$ cat src/hw/rtl/b64d_pkg.sv
// Shared types, character codes and the character classifier of the Base64 decoder.
package b64d_pkg;

  // Character classes produced by the front end.
  localparam logic [1:0] KIND_ALPHA = 2'd0;
  localparam logic [1:0] KIND_BLANK = 2'd1;
  localparam logic [1:0] KIND_PAD   = 2'd2;
  localparam logic [1:0] KIND_OTHER = 2'd3;

  // Position within a group of four characters.
  localparam logic [2:0] POS_FIRST      = 3'd0;
  localparam logic [2:0] POS_SECOND     = 3'd1;
  localparam logic [2:0] POS_THIRD      = 3'd2;
  localparam logic [2:0] POS_FOURTH     = 3'd3;
  localparam logic [2:0] POS_SECOND_PAD = 3'd4;

  // ASCII codes that the classifier needs.
  localparam logic [7:0] CHAR_UPPER_A = 8'h41;
  localparam logic [7:0] CHAR_UPPER_Z = 8'h5a;
  localparam logic [7:0] CHAR_LOWER_A = 8'h61;
  localparam logic [7:0] CHAR_LOWER_Z = 8'h7a;
  localparam logic [7:0] CHAR_DIGIT_0 = 8'h30;
  localparam logic [7:0] CHAR_DIGIT_9 = 8'h39;
  localparam logic [7:0] CHAR_PLUS    = 8'h2b;
  localparam logic [7:0] CHAR_SLASH   = 8'h2f;
  localparam logic [7:0] CHAR_EQUALS  = 8'h3d;
  localparam logic [7:0] CHAR_SPACE   = 8'h20;
  localparam logic [7:0] CHAR_TAB     = 8'h09;
  localparam logic [7:0] CHAR_LF      = 8'h0a;
  localparam logic [7:0] CHAR_FF      = 8'h0c;
  localparam logic [7:0] CHAR_CR      = 8'h0d;

  // Offsets that map each alphabet range onto its six-bit value.
  localparam logic [7:0] LOWER_OFFSET = 8'd71;  // 'a' - 26
  localparam logic [7:0] DIGIT_OFFSET = 8'd4;   // 52 - '0'
  localparam logic [5:0] SEXTET_PLUS  = 6'd62;
  localparam logic [5:0] SEXTET_SLASH = 6'd63;

  // One classified character as it travels from the front end to the back end.
  typedef struct packed {
    logic [1:0] kind;
    logic [5:0] sextet;
    logic       last;
  } beat_t;

  function automatic beat_t classify(input logic [7:0] ch, input logic last);
    beat_t b;
    b.kind   = KIND_OTHER;
    b.sextet = '0;
    b.last   = last;
    if (ch >= CHAR_UPPER_A && ch <= CHAR_UPPER_Z) begin
      b.kind   = KIND_ALPHA;
      b.sextet = 6'(ch - CHAR_UPPER_A);
    end else if (ch >= CHAR_LOWER_A && ch <= CHAR_LOWER_Z) begin
      b.kind   = KIND_ALPHA;
      b.sextet = 6'(ch - LOWER_OFFSET);
    end else if (ch >= CHAR_DIGIT_0 && ch <= CHAR_DIGIT_9) begin
      b.kind   = KIND_ALPHA;
      b.sextet = 6'(ch + DIGIT_OFFSET);
    end else if (ch == CHAR_PLUS) begin
      b.kind   = KIND_ALPHA;
      b.sextet = SEXTET_PLUS;
    end else if (ch == CHAR_SLASH) begin
      b.kind   = KIND_ALPHA;
      b.sextet = SEXTET_SLASH;
    end else if (ch == CHAR_EQUALS) begin
      b.kind = KIND_PAD;
    end else if (ch == CHAR_SPACE || ch == CHAR_TAB || ch == CHAR_LF ||
                 ch == CHAR_FF || ch == CHAR_CR) begin
      b.kind = KIND_BLANK;
    end
    return b;
  endfunction

endpackage

$ cat src/hw/rtl/b64d_front.sv
// Front end of the Base64 decoder: accepts characters and classifies them.
module b64d_front (
  input  logic              in_valid,
  output logic              in_ready,
  input  logic [7:0]        in_char,
  input  logic              end_of_message,
  output logic              push,
  output b64d_pkg::beat_t   push_beat,
  input  logic              queue_full
);

  // A beat is taken whenever the queue has a free entry.
  assign in_ready  = !queue_full;
  assign push      = in_valid && !queue_full;
  assign push_beat = b64d_pkg::classify(in_char, end_of_message);

endmodule

$ cat src/hw/rtl/b64d_queue.sv
// Short queue of classified beats between the front end and the back end.
module b64d_queue #(
  parameter int DEPTH = 2
) (
  input  logic             clk,
  input  logic             rst,
  input  logic             push,
  input  b64d_pkg::beat_t  push_beat,
  output logic             full,
  input  logic             pop,
  output logic             head_valid,
  output b64d_pkg::beat_t  head_beat
);

  localparam int PTR_W = (DEPTH > 1) ? $clog2(DEPTH) : 1;
  localparam int CNT_W = $clog2(DEPTH + 1);
  localparam logic [PTR_W-1:0] LAST_PTR = PTR_W'(DEPTH - 1);
  localparam logic [CNT_W-1:0] FULL_CNT = CNT_W'(DEPTH);

  b64d_pkg::beat_t entries [DEPTH];
  logic [PTR_W-1:0] wr_ptr;
  logic [PTR_W-1:0] rd_ptr;
  logic [CNT_W-1:0] count;

  assign full       = (count == FULL_CNT);
  assign head_valid = (count != '0);
  assign head_beat  = entries[rd_ptr];

  always_ff @(posedge clk) begin
    if (push) begin
      entries[wr_ptr] <= push_beat;
    end
  end

  always_ff @(posedge clk) begin
    if (rst) begin
      wr_ptr <= '0;
      rd_ptr <= '0;
      count  <= '0;
    end else begin
      if (push) begin
        wr_ptr <= (wr_ptr == LAST_PTR) ? '0 : wr_ptr + 1'b1;
      end
      if (pop) begin
        rd_ptr <= (rd_ptr == LAST_PTR) ? '0 : rd_ptr + 1'b1;
      end
      if (push && !pop) begin
        count <= count + 1'b1;
      end else if (pop && !push) begin
        count <= count - 1'b1;
      end
    end
  end

  assert property (@(posedge clk) disable iff (rst) count <= FULL_CNT)
    else $error("queue count beyond its depth");
  assert property (@(posedge clk) disable iff (rst) pop |-> head_valid)
    else $error("pop from an empty queue");

endmodule

$ cat src/hw/rtl/b64d_back.sv
// Back end of the Base64 decoder: group state, byte assembly and the result register.
module b64d_back (
  input  logic             clk,
  input  logic             rst,
  input  logic             head_valid,
  input  b64d_pkg::beat_t  head_beat,
  output logic             pop,
  output logic             out_valid,
  input  logic             out_ready,
  output logic [7:0]       out_byte,
  output logic             byte_valid,
  output logic             bad_input,
  output logic             message_done
);

  logic [2:0] position;
  logic [5:0] leftover;
  logic       drop;

  logic [2:0] pos;
  logic [2:0] position_next;
  logic [5:0] leftover_next;
  logic       drop_next;
  logic [7:0] byte_next;
  logic       got_byte;
  logic       bad;
  logic       emit;
  logic       is_pad;

  // The head beat is consumed whenever the result register is free or being emptied.
  assign pop    = head_valid && (!out_valid || out_ready);
  assign is_pad = (head_beat.kind == b64d_pkg::KIND_PAD);

  always_comb begin
    pos           = (position > b64d_pkg::POS_SECOND_PAD) ? b64d_pkg::POS_FIRST : position;
    position_next = position;
    leftover_next = leftover;
    drop_next     = drop;
    byte_next     = '0;
    got_byte      = 1'b0;
    bad           = 1'b0;
    if (!drop && head_beat.kind != b64d_pkg::KIND_BLANK) begin
      if (pos == b64d_pkg::POS_SECOND_PAD) begin
        if (is_pad) begin
          position_next = b64d_pkg::POS_FIRST;
        end else begin
          bad = 1'b1;
        end
      end else if (pos == b64d_pkg::POS_THIRD && is_pad) begin
        position_next = b64d_pkg::POS_SECOND_PAD;
      end else if (pos == b64d_pkg::POS_FOURTH && is_pad) begin
        position_next = b64d_pkg::POS_FIRST;
      end else if (head_beat.kind != b64d_pkg::KIND_ALPHA) begin
        bad = 1'b1;
      end else begin
        case (pos)
          b64d_pkg::POS_SECOND: begin
            byte_next     = {leftover, head_beat.sextet[5:4]};
            leftover_next = {2'b00, head_beat.sextet[3:0]};
            got_byte      = 1'b1;
            position_next = b64d_pkg::POS_THIRD;
          end
          b64d_pkg::POS_THIRD: begin
            byte_next     = {leftover[3:0], head_beat.sextet[5:2]};
            leftover_next = {4'b0000, head_beat.sextet[1:0]};
            got_byte      = 1'b1;
            position_next = b64d_pkg::POS_FOURTH;
          end
          b64d_pkg::POS_FOURTH: begin
            byte_next     = {leftover[1:0], head_beat.sextet};
            leftover_next = '0;
            got_byte      = 1'b1;
            position_next = b64d_pkg::POS_FIRST;
          end
          default: begin
            leftover_next = head_beat.sextet;
            position_next = b64d_pkg::POS_SECOND;
          end
        endcase
      end
      if (bad) begin
        drop_next = 1'b1;
      end
    end
    if (head_beat.last) begin
      position_next = b64d_pkg::POS_FIRST;
      leftover_next = '0;
      drop_next     = 1'b0;
    end
    emit = got_byte || bad || head_beat.last;
  end

  always_ff @(posedge clk) begin
    if (rst) begin
      position  <= b64d_pkg::POS_FIRST;
      leftover  <= '0;
      drop      <= 1'b0;
      out_valid <= 1'b0;
    end else begin
      if (pop) begin
        position <= position_next;
        leftover <= leftover_next;
        drop     <= drop_next;
      end
      if (pop && emit) begin
        out_valid <= 1'b1;
      end else if (out_ready) begin
        out_valid <= 1'b0;
      end
    end
  end

  always_ff @(posedge clk) begin
    if (pop && emit) begin
      out_byte     <= byte_next;
      byte_valid   <= got_byte;
      bad_input    <= bad;
      message_done <= head_beat.last;
    end
  end

  assert property (@(posedge clk) disable iff (rst) position <= b64d_pkg::POS_SECOND_PAD)
    else $error("group position left its legal range");
  assert property (@(posedge clk) disable iff (rst)
      pop && head_beat.last |=> position == b64d_pkg::POS_FIRST && leftover == '0 && !drop)
    else $error("state not cleared after the end of a message");
  assert property (@(posedge clk) disable iff (rst) out_valid |-> !(byte_valid && bad_input))
    else $error("result carries both a byte and an error");
  assert property (@(posedge clk) disable iff (rst)
      pop && drop && !head_beat.last |-> !emit)
    else $error("result emitted while dropping the rest of a message");

endmodule

$ cat src/hw/rtl/base64_stream_decoder.sv
// Top level of the streaming Base64 decoder.
//
// The input channel (in_valid, in_ready, in_char, end_of_message) carries one
// ASCII character per beat, with end_of_message set on the last character of
// a message. The output channel (out_valid, out_ready, out_byte, byte_valid,
// bad_input, message_done) carries at most one result per input beat: a
// decoded byte, an error flag on the first bad character, and the end mark.
// Beats that only advance the decoder, such as whitespace or the first
// character of a group, give no result.
// A beat is classified on entry and written into a short queue at the edge
// that accepts it; the back end takes it from the queue once the result
// register is free or being emptied, and registers its result there. The
// block sustains one beat per clock cycle while the output side keeps taking
// results; the back end, which updates its group state as it takes each
// beat, sets that rate.
// When the receiver stalls, the result register holds its beat and the queue
// absorbs up to QUEUE_DEPTH further characters before in_ready falls.
// A synchronous reset empties the queue and the result register and returns
// the decoder to the start of a group with no error pending.
module base64_stream_decoder #(
  parameter int QUEUE_DEPTH = 2
) (
  input  logic       clk,
  input  logic       rst,
  input  logic       in_valid,
  output logic       in_ready,
  input  logic [7:0] in_char,
  input  logic       end_of_message,
  output logic       out_valid,
  input  logic       out_ready,
  output logic [7:0] out_byte,
  output logic       byte_valid,
  output logic       bad_input,
  output logic       message_done
);

  // Beats travel between the three parts in classified form.
  logic            push;
  b64d_pkg::beat_t push_beat;
  logic            queue_full;
  logic            pop;
  logic            head_valid;
  b64d_pkg::beat_t head_beat;

  // The front end maps each character to its class and six-bit value.
  b64d_front u_front (
    .in_valid       (in_valid),
    .in_ready       (in_ready),
    .in_char        (in_char),
    .end_of_message (end_of_message),
    .push           (push),
    .push_beat      (push_beat),
    .queue_full     (queue_full)
  );

  // The queue decouples acceptance from the back end's stalls.
  b64d_queue #(
    .DEPTH (QUEUE_DEPTH)
  ) u_queue (
    .clk        (clk),
    .rst        (rst),
    .push       (push),
    .push_beat  (push_beat),
    .full       (queue_full),
    .pop        (pop),
    .head_valid (head_valid),
    .head_beat  (head_beat)
  );

  // The back end tracks the group position and builds the result beats.
  b64d_back u_back (
    .clk          (clk),
    .rst          (rst),
    .head_valid   (head_valid),
    .head_beat    (head_beat),
    .pop          (pop),
    .out_valid    (out_valid),
    .out_ready    (out_ready),
    .out_byte     (out_byte),
    .byte_valid   (byte_valid),
    .bad_input    (bad_input),
    .message_done (message_done)
  );

endmodule
$ cat config.mk
export PLATFORM = sky130hd
export DESIGN_NAME = base64_stream_decoder
export DESIGN_NICKNAME = d
export VERILOG_FILES = /design/src/hw/rtl/b64d_pkg.sv /design/src/hw/rtl/b64d_front.sv /design/src/hw/rtl/b64d_queue.sv /design/src/hw/rtl/b64d_back.sv /design/src/hw/rtl/base64_stream_decoder.sv
export SDC_FILE = /design/constraint.sdc
export NUM_CORES = 1
export LEC_CHECK = 0
export ABC_AREA = 1
export BUFFER_PORTS_ARGS = -buffer_cell sky130_fd_sc_hd__buf_2
export CAP_MARGIN = 15
export CORE_AREA = 2 2 100 102
export DETAILED_ROUTE_END_ITERATION = 10
export DIE_AREA = 0 0 102 104
export PLACE_DENSITY = 0.45
export SYNTH_ARGS = -nofsm -noshare
export SYNTH_HDL_FRONTEND = slang
export SYNTH_SLANG_ARGS = --single-unit
$ cat constraint.sdc
create_clock -name clk -period 2.15 [get_ports clk]
set_input_delay 0.3225 -clock clk [delete_from_list [all_inputs] [get_ports clk]]
set_output_delay 0.3225 -clock clk [all_outputs]
set_load 0.02 [all_outputs]
# Word level (Yosys, flattened, before mapping)
# Memories as Yosys holds them, arrays and structs flattened. A register that Yosys moved wholly into a read port is not among the register bits.
# Index checks and enable logic that the tools add are counted.
# word_totals
mem_bits_rw	18
elab_cells	133
output_inout_bits	13
memories	1
inputBits	13
ff_bits	26
# memory_table
memory	words	word_bits	rd	rd_ports_with_merged_regs	wr	line_no	text
u_queue.entries	2	9	1	1	1	b64d_queue.sv:20	b64d_pkg::beat_t entries [DEPTH];
# classes
n_eq_ne	21
n_bitwise	1
addsub	7
n_reduce_logical	34
order_cmp	7
mux	51
# op_table
operator	count
2-to-1 mux 6 bit	7
== test 8 x 4 -> 1 bit (second input constant)	4
== test 8 x 6 -> 1 bit (second input constant)	4
2-to-1 mux 8 bit	4
2-to-1 mux 1 bit	24
2-to-1 mux 3 bit	8
case mux 8 bit (3 select lines)	1
case mux 6 bit (3 select lines)	1
greater-or-equal comparator 8 x 7 -> 1 bit (second input constant)	2
<= comparator 8 x 7 -> 1 bit (second input constant)	2
nonzero test 2 bit	6
logical AND 1 bit	11
2-to-1 mux 2 bit	5
!= test 2 x 1 -> 1 bit (second input constant)	5
greater-or-equal comparator 8 x 6 -> 1 bit (second input constant)	1
<= comparator 8 x 6 -> 1 bit (second input constant)	1
logical OR 1 bit	7
adder 6 x 3 -> 6 bit (second input constant)	1
== test 3 x 2 -> 1 bit (second input constant)	2
case mux 2 bit (3 select lines)	1
AND reduction 6 bit	1
subtractor 6 x 1 -> 6 bit (second input constant)	1
subtractor 6 x 3 -> 6 bit (second input constant)	1
zero test 1 bit	5
14 further kinds	16

# Logic depth before layout (Yosys ltp)
# logic_depth
ltp_word	14
mapped_depth	11
ltp_nobuf	11

# Hierarchy
# A second synthesis with hierarchy kept.
# unflattened
hier_cells	354
hier_area_um2	2915.3
# modules_own_cells
mod	seq_area_each_um2	cells_per_inst	n_inst	area_per_inst_um2
b64d_back	550.5	152	1	1187.4
b64d_queue	640.6	61	1	915.9
b64d_front	0.0	141	1	812.0

# Least setup slack after synthesis
# Ideal clock, no wire load.
# synth_timing
kind	register to register
from	register u_queue.count[0]
to	register u_queue.count[1]
path_stages_with_launch	10
n_path_buf	0
synth_period_minus_slack_ns	1.588
path_slack_ns	0.562
setup_time_ns	0.122
t_required_ns	2.028
arrival_time_ns	1.466
path_cell_list	dfxtp_1 inv_1 nand2_1 nand2_1 inv_1 ha_1 a21oi_1 o21ai_0 o21ai_0 a21oi_1
# synth_between
elab_chain_cells	6
elab_cells_between_ends	14
classes_between	add/sub: 2; eq/ne: 1; mux: 2; reduce/logical: 9
# synth_rtl
item	line_no	text
start, declared	b64d_queue.sv:23	logic [CNT_W-1:0] count;
start signal, assigned	b64d_queue.sv:48	count <= count + 1'b1;
start signal, assigned	b64d_queue.sv:50	count <= count - 1'b1;
== test 2 bit *	b64d_queue.sv:25	assign full = (count == FULL_CNT);
zero test 1 bit *	--	
net in_ready	base64_stream_decoder.sv:26	output logic in_ready,
logical AND 1 bit *	b64d_front.sv:14	assign push = in_valid && !queue_full;
net push	base64_stream_decoder.sv:38	logic push;
zero test 1 bit	b64d_queue.sv:49	end else if (pop && !push) begin
logical AND 1 bit	b64d_queue.sv:49	
nonzero test 2 bit (no line)	--	
# Mark *: on every way through the listed nets, which the timed path passes. The rest lies on a longest branch. The select of a mux whose other input is x is not followed.
# A chain may end at the register's enable or synchronous reset.

==> impl_results.md <==
- Number of gates resized after CTS: 0
- Crit share post-route: 86.6%
- F_max: 0.537 GHz
- Placement Rows: 36
- Starting DRC count in detailed routing: 40
- DR vias: 2,194
- Number of synthesis warnings: 0
- Weighted congestion reported at the end of routability-driven placement: around 0.82
- Top library cells by usage in the layout, fill and taps aside: sky130_fd_sc_hd__nand2_1 (74), sky130_fd_sc_hd__nor2_1 (46), sky130_fd_sc_hd__inv_1 (38)
- Final-report setup violation count: 0
- Clock transition at the registers of the reported paths: 0.08 ns
- Aggregate routed wire length: 6010 um
- RSZ-0062 raised after global routing: false
- Placed cell count: a little under 500
- Worst hold path class: in -> reg
- Number of nets in the layout: 393
- Antenna-violating nets left: 0
- Die width: 102 um
- Final min period: 1.86 ns
- Ant. Diodes: 0
- Total Neg Setup Slack: 0 ns
- Gr usage total: 12.3%
- Static Leak: 0.00133 uW
- Average cell area after synthesis: roughly 8 um^2
- Post-DP HPWL: slightly below 5000 um
- Sequential share of the synthesized area: 44.3%
- Area growth from synthesis to final layout: 15.6%
- Result of the run: finished clean
- Register bit count reported by yosys: 45
- Detailed-router iteration count before antenna repair: 4
- Area taken by flip-flops and latches: 1190 um^2
- Vias in the first global route: roughly 2,200
- Max-slew headroom: 64.6%
- Leading cell type in the layout, fill and taps excluded: sky130_fd_sc_hd__nand2_1
- Starting density of the core: between 20% and 30%
- Primary FF master, synth: sky130_fd_sc_hd__edfxtp_1
- CP Data Arrival Time: 1.92 ns
- Kind of capture point of the worst setup path: register
- Core area: 9550 um^2
- Maximum number of pins on one net before global-route repair: 15
- Fin. max-slew vios: 0
- Area contributors post-synth: sky130_fd_sc_hd__edfxtp_1 (32%), sky130_fd_sc_hd__dfxtp_1 (12%), sky130_fd_sc_hd__nand2_1 (10%)
- Critical Path Source Type: register
- Number of clock sinks: between 40 and 50
- Via density per instance: about 4.4
- Peak ir drop on the vdd network: ~0.00032 V
- H-tree lvl count: 2
- Largest clock skew in the final design: 0.00648 ns
- Synth Net Count: approximately 360
- Routed length per placed instance: roughly 12 um
- Residual DRC count: 0
- Buffer levels on the longest clock path: 2
- Actual transition at the worst max-transition pin: ~0.53 ns
- Buffer count from post-CTS setup fixing: 0
- Area share of the largest cell type after synthesis: 32.4%
- Total global routing overflow: 0
- Crit-path max FO: 11
- Quantity of hold-fixing buffers added after cts: 0
- Clock Latency Late Sink: 0.30 ns
- Number of maximum-capacitance constraint violations: 0
- Netlist area before placement: 2690 um^2
- Share of synthesized registers carrying an async set or reset: 0%
- Die Area: 10,600 um^2
- CTS tree: built
- Number of non-filler instances in the completed layout: 503
- Core utilization of the finished layout: 32.6%
- I/O Pins: 26
- Required time reported for the critical path endpoint: 2.20 ns
- First-pass GRT wire length: ~10,000 um
- Buffer type at the clock tree root: sky130_fd_sc_hd__clkbuf_8
- Initial antenna violation count: 0
- Final hold viol count: 0
- CTS buffer count: 5
- Number of enable-type register cells in the synthesized netlist: 29
- Area taken by multi-input logic gates: 1310 um^2
- Power per standard cell area: 1150 nW/um^2
- Chip Height: 104 um
- Fraction of final layout cells sized beyond drive strength 1: 18.9%
- Filler cell count in the final layout: approximately 1,100
- Critical Setup Path Class: reg -> reg
- Port Buf Inserts: 25
- Number of distinct library cell variants in the gate-level netlist after synthesis: 40
- Post-Synthesis Cells: 334
- Cell taking the most area after synthesis: sky130_fd_sc_hd__edfxtp_1
## cells by family (layout without fill, tap and decap cells)
family	count (synthesis)	after routing	share of synthesized area (%)
AOI/OAI and AO/OA	48	48	11.3
xor gates and xnor gates	5	5	1.63
buffers and inverters	48	84	7.07
muxes	1	1	0.372
adders and majority gates	11	11	5.12
and+or+nand+nor	176	176	30.2
DFF	45	45	44.3
## layout make-up
class                      instances  area share [%]
multi-input combinational        241            42.1
sequential                        45            38.3
inverter                          46            5.63
tap                              133            5.35
timing repair buffer              30            5.23
clock buffer                       7            3.14
clock inverter                     1           0.282
## report_power, final
group | leakage [uW] | internal (uW) | switching [uW]
sequential | 0.000409 | 1260 | 126
clock | 0.0000536 | 302 | 284
combinational | 0.000867 | 515 | 1100
total | 0.00133 | 2070 | 1510
## worst paths after layout
path | from | to | slack [ns] | cells after the start
hold reg to reg | u_queue.rd_ptr | u_queue.rd_ptr | 0.46 | 1
setup / recovery | register | u_back.bad_input | 0.29 | 10
hold / removal | end_of_message | u_queue.entries[1][0] | 0.22 | 1
setup reg to reg | register | u_back.bad_input | 0.29 | 10
## Yosys cell counts, types with 2 or more instances
master	count
sky130_fd_sc_hd__nand2_4	2
sky130_fd_sc_hd__nor3_1	3
sky130_fd_sc_hd__dfxtp_1	16
sky130_fd_sc_hd__xor2_1	5
sky130_fd_sc_hd__nor2_2	4
sky130_fd_sc_hd__a22oi_1	2
sky130_fd_sc_hd__nand3b_1	2
sky130_fd_sc_hd__o21ai_1	3
sky130_fd_sc_hd__a221oi_1	4
sky130_fd_sc_hd__nand2_2	13
sky130_fd_sc_hd__nor2_1	46
sky130_fd_sc_hd__nand3_4	2
sky130_fd_sc_hd__o22ai_1	2
sky130_fd_sc_hd__nand4_1	7
sky130_fd_sc_hd__nand3_1	20
sky130_fd_sc_hd__nand2_1	74
sky130_fd_sc_hd__inv_1	38
sky130_fd_sc_hd__ha_1	11
sky130_fd_sc_hd__o21ai_0	13
sky130_fd_sc_hd__edfxtp_1	29
sky130_fd_sc_hd__a21oi_1	13
sky130_fd_sc_hd__inv_2	6
sky130_fd_sc_hd__a21oi_2	2
## through the flow
step	hold WS [ns]	setup WS (ns)	instance area, um^2	total power, uW
after floorplan	0.385	0.562	2690	2590
after global placement	0.433	0.195	3000	3050
after detailed placement	0.444	0.142	3000	3050
after CTS	0.216	0.238	3110	3650
after global routing	0.210	0.0943	3110	3920
final	0.222	0.287	3110	3590
## metal layers
layer	GRT usage, %	routed length, um	vias up
li1	-	-	1168
met3	2.35	187	10
met1	14.7	2650	982
met2	21.7	3020	34
met5	0	0	-
met4	4.48	147	0
## worst max-delay path: stages (launching register included)
cell and delay, ns:
sky130_fd_sc_hd__dfxtp_1 0.50, sky130_fd_sc_hd__inv_2 0.15, sky130_fd_sc_hd__nand2_1 0.08, sky130_fd_sc_hd__nand2_1 0.07
sky130_fd_sc_hd__nor2_1 0.18, sky130_fd_sc_hd__nand2_1 0.09, sky130_fd_sc_hd__nand3_1 0.11, sky130_fd_sc_hd__nand2_1 0.10
sky130_fd_sc_hd__nand2_1 0.11, sky130_fd_sc_hd__inv_1 0.04, sky130_fd_sc_hd__buf_4 0.17
## sequential cells by signal (all words and copies together) (netlist names), named ones only
name	count
u_queue.wr_ptr	1
u_back.position	3
u_queue.entries	18
u_back.out_byte	8
u_back.bad_input	1
u_back.drop	1
u_queue.count	2
u_queue.rd_ptr	1
u_back.leftover	6
u_back.byte_valid	1
u_back.message_done	1
u_back.out_valid	1
Power figures use the tool's default switching activity.
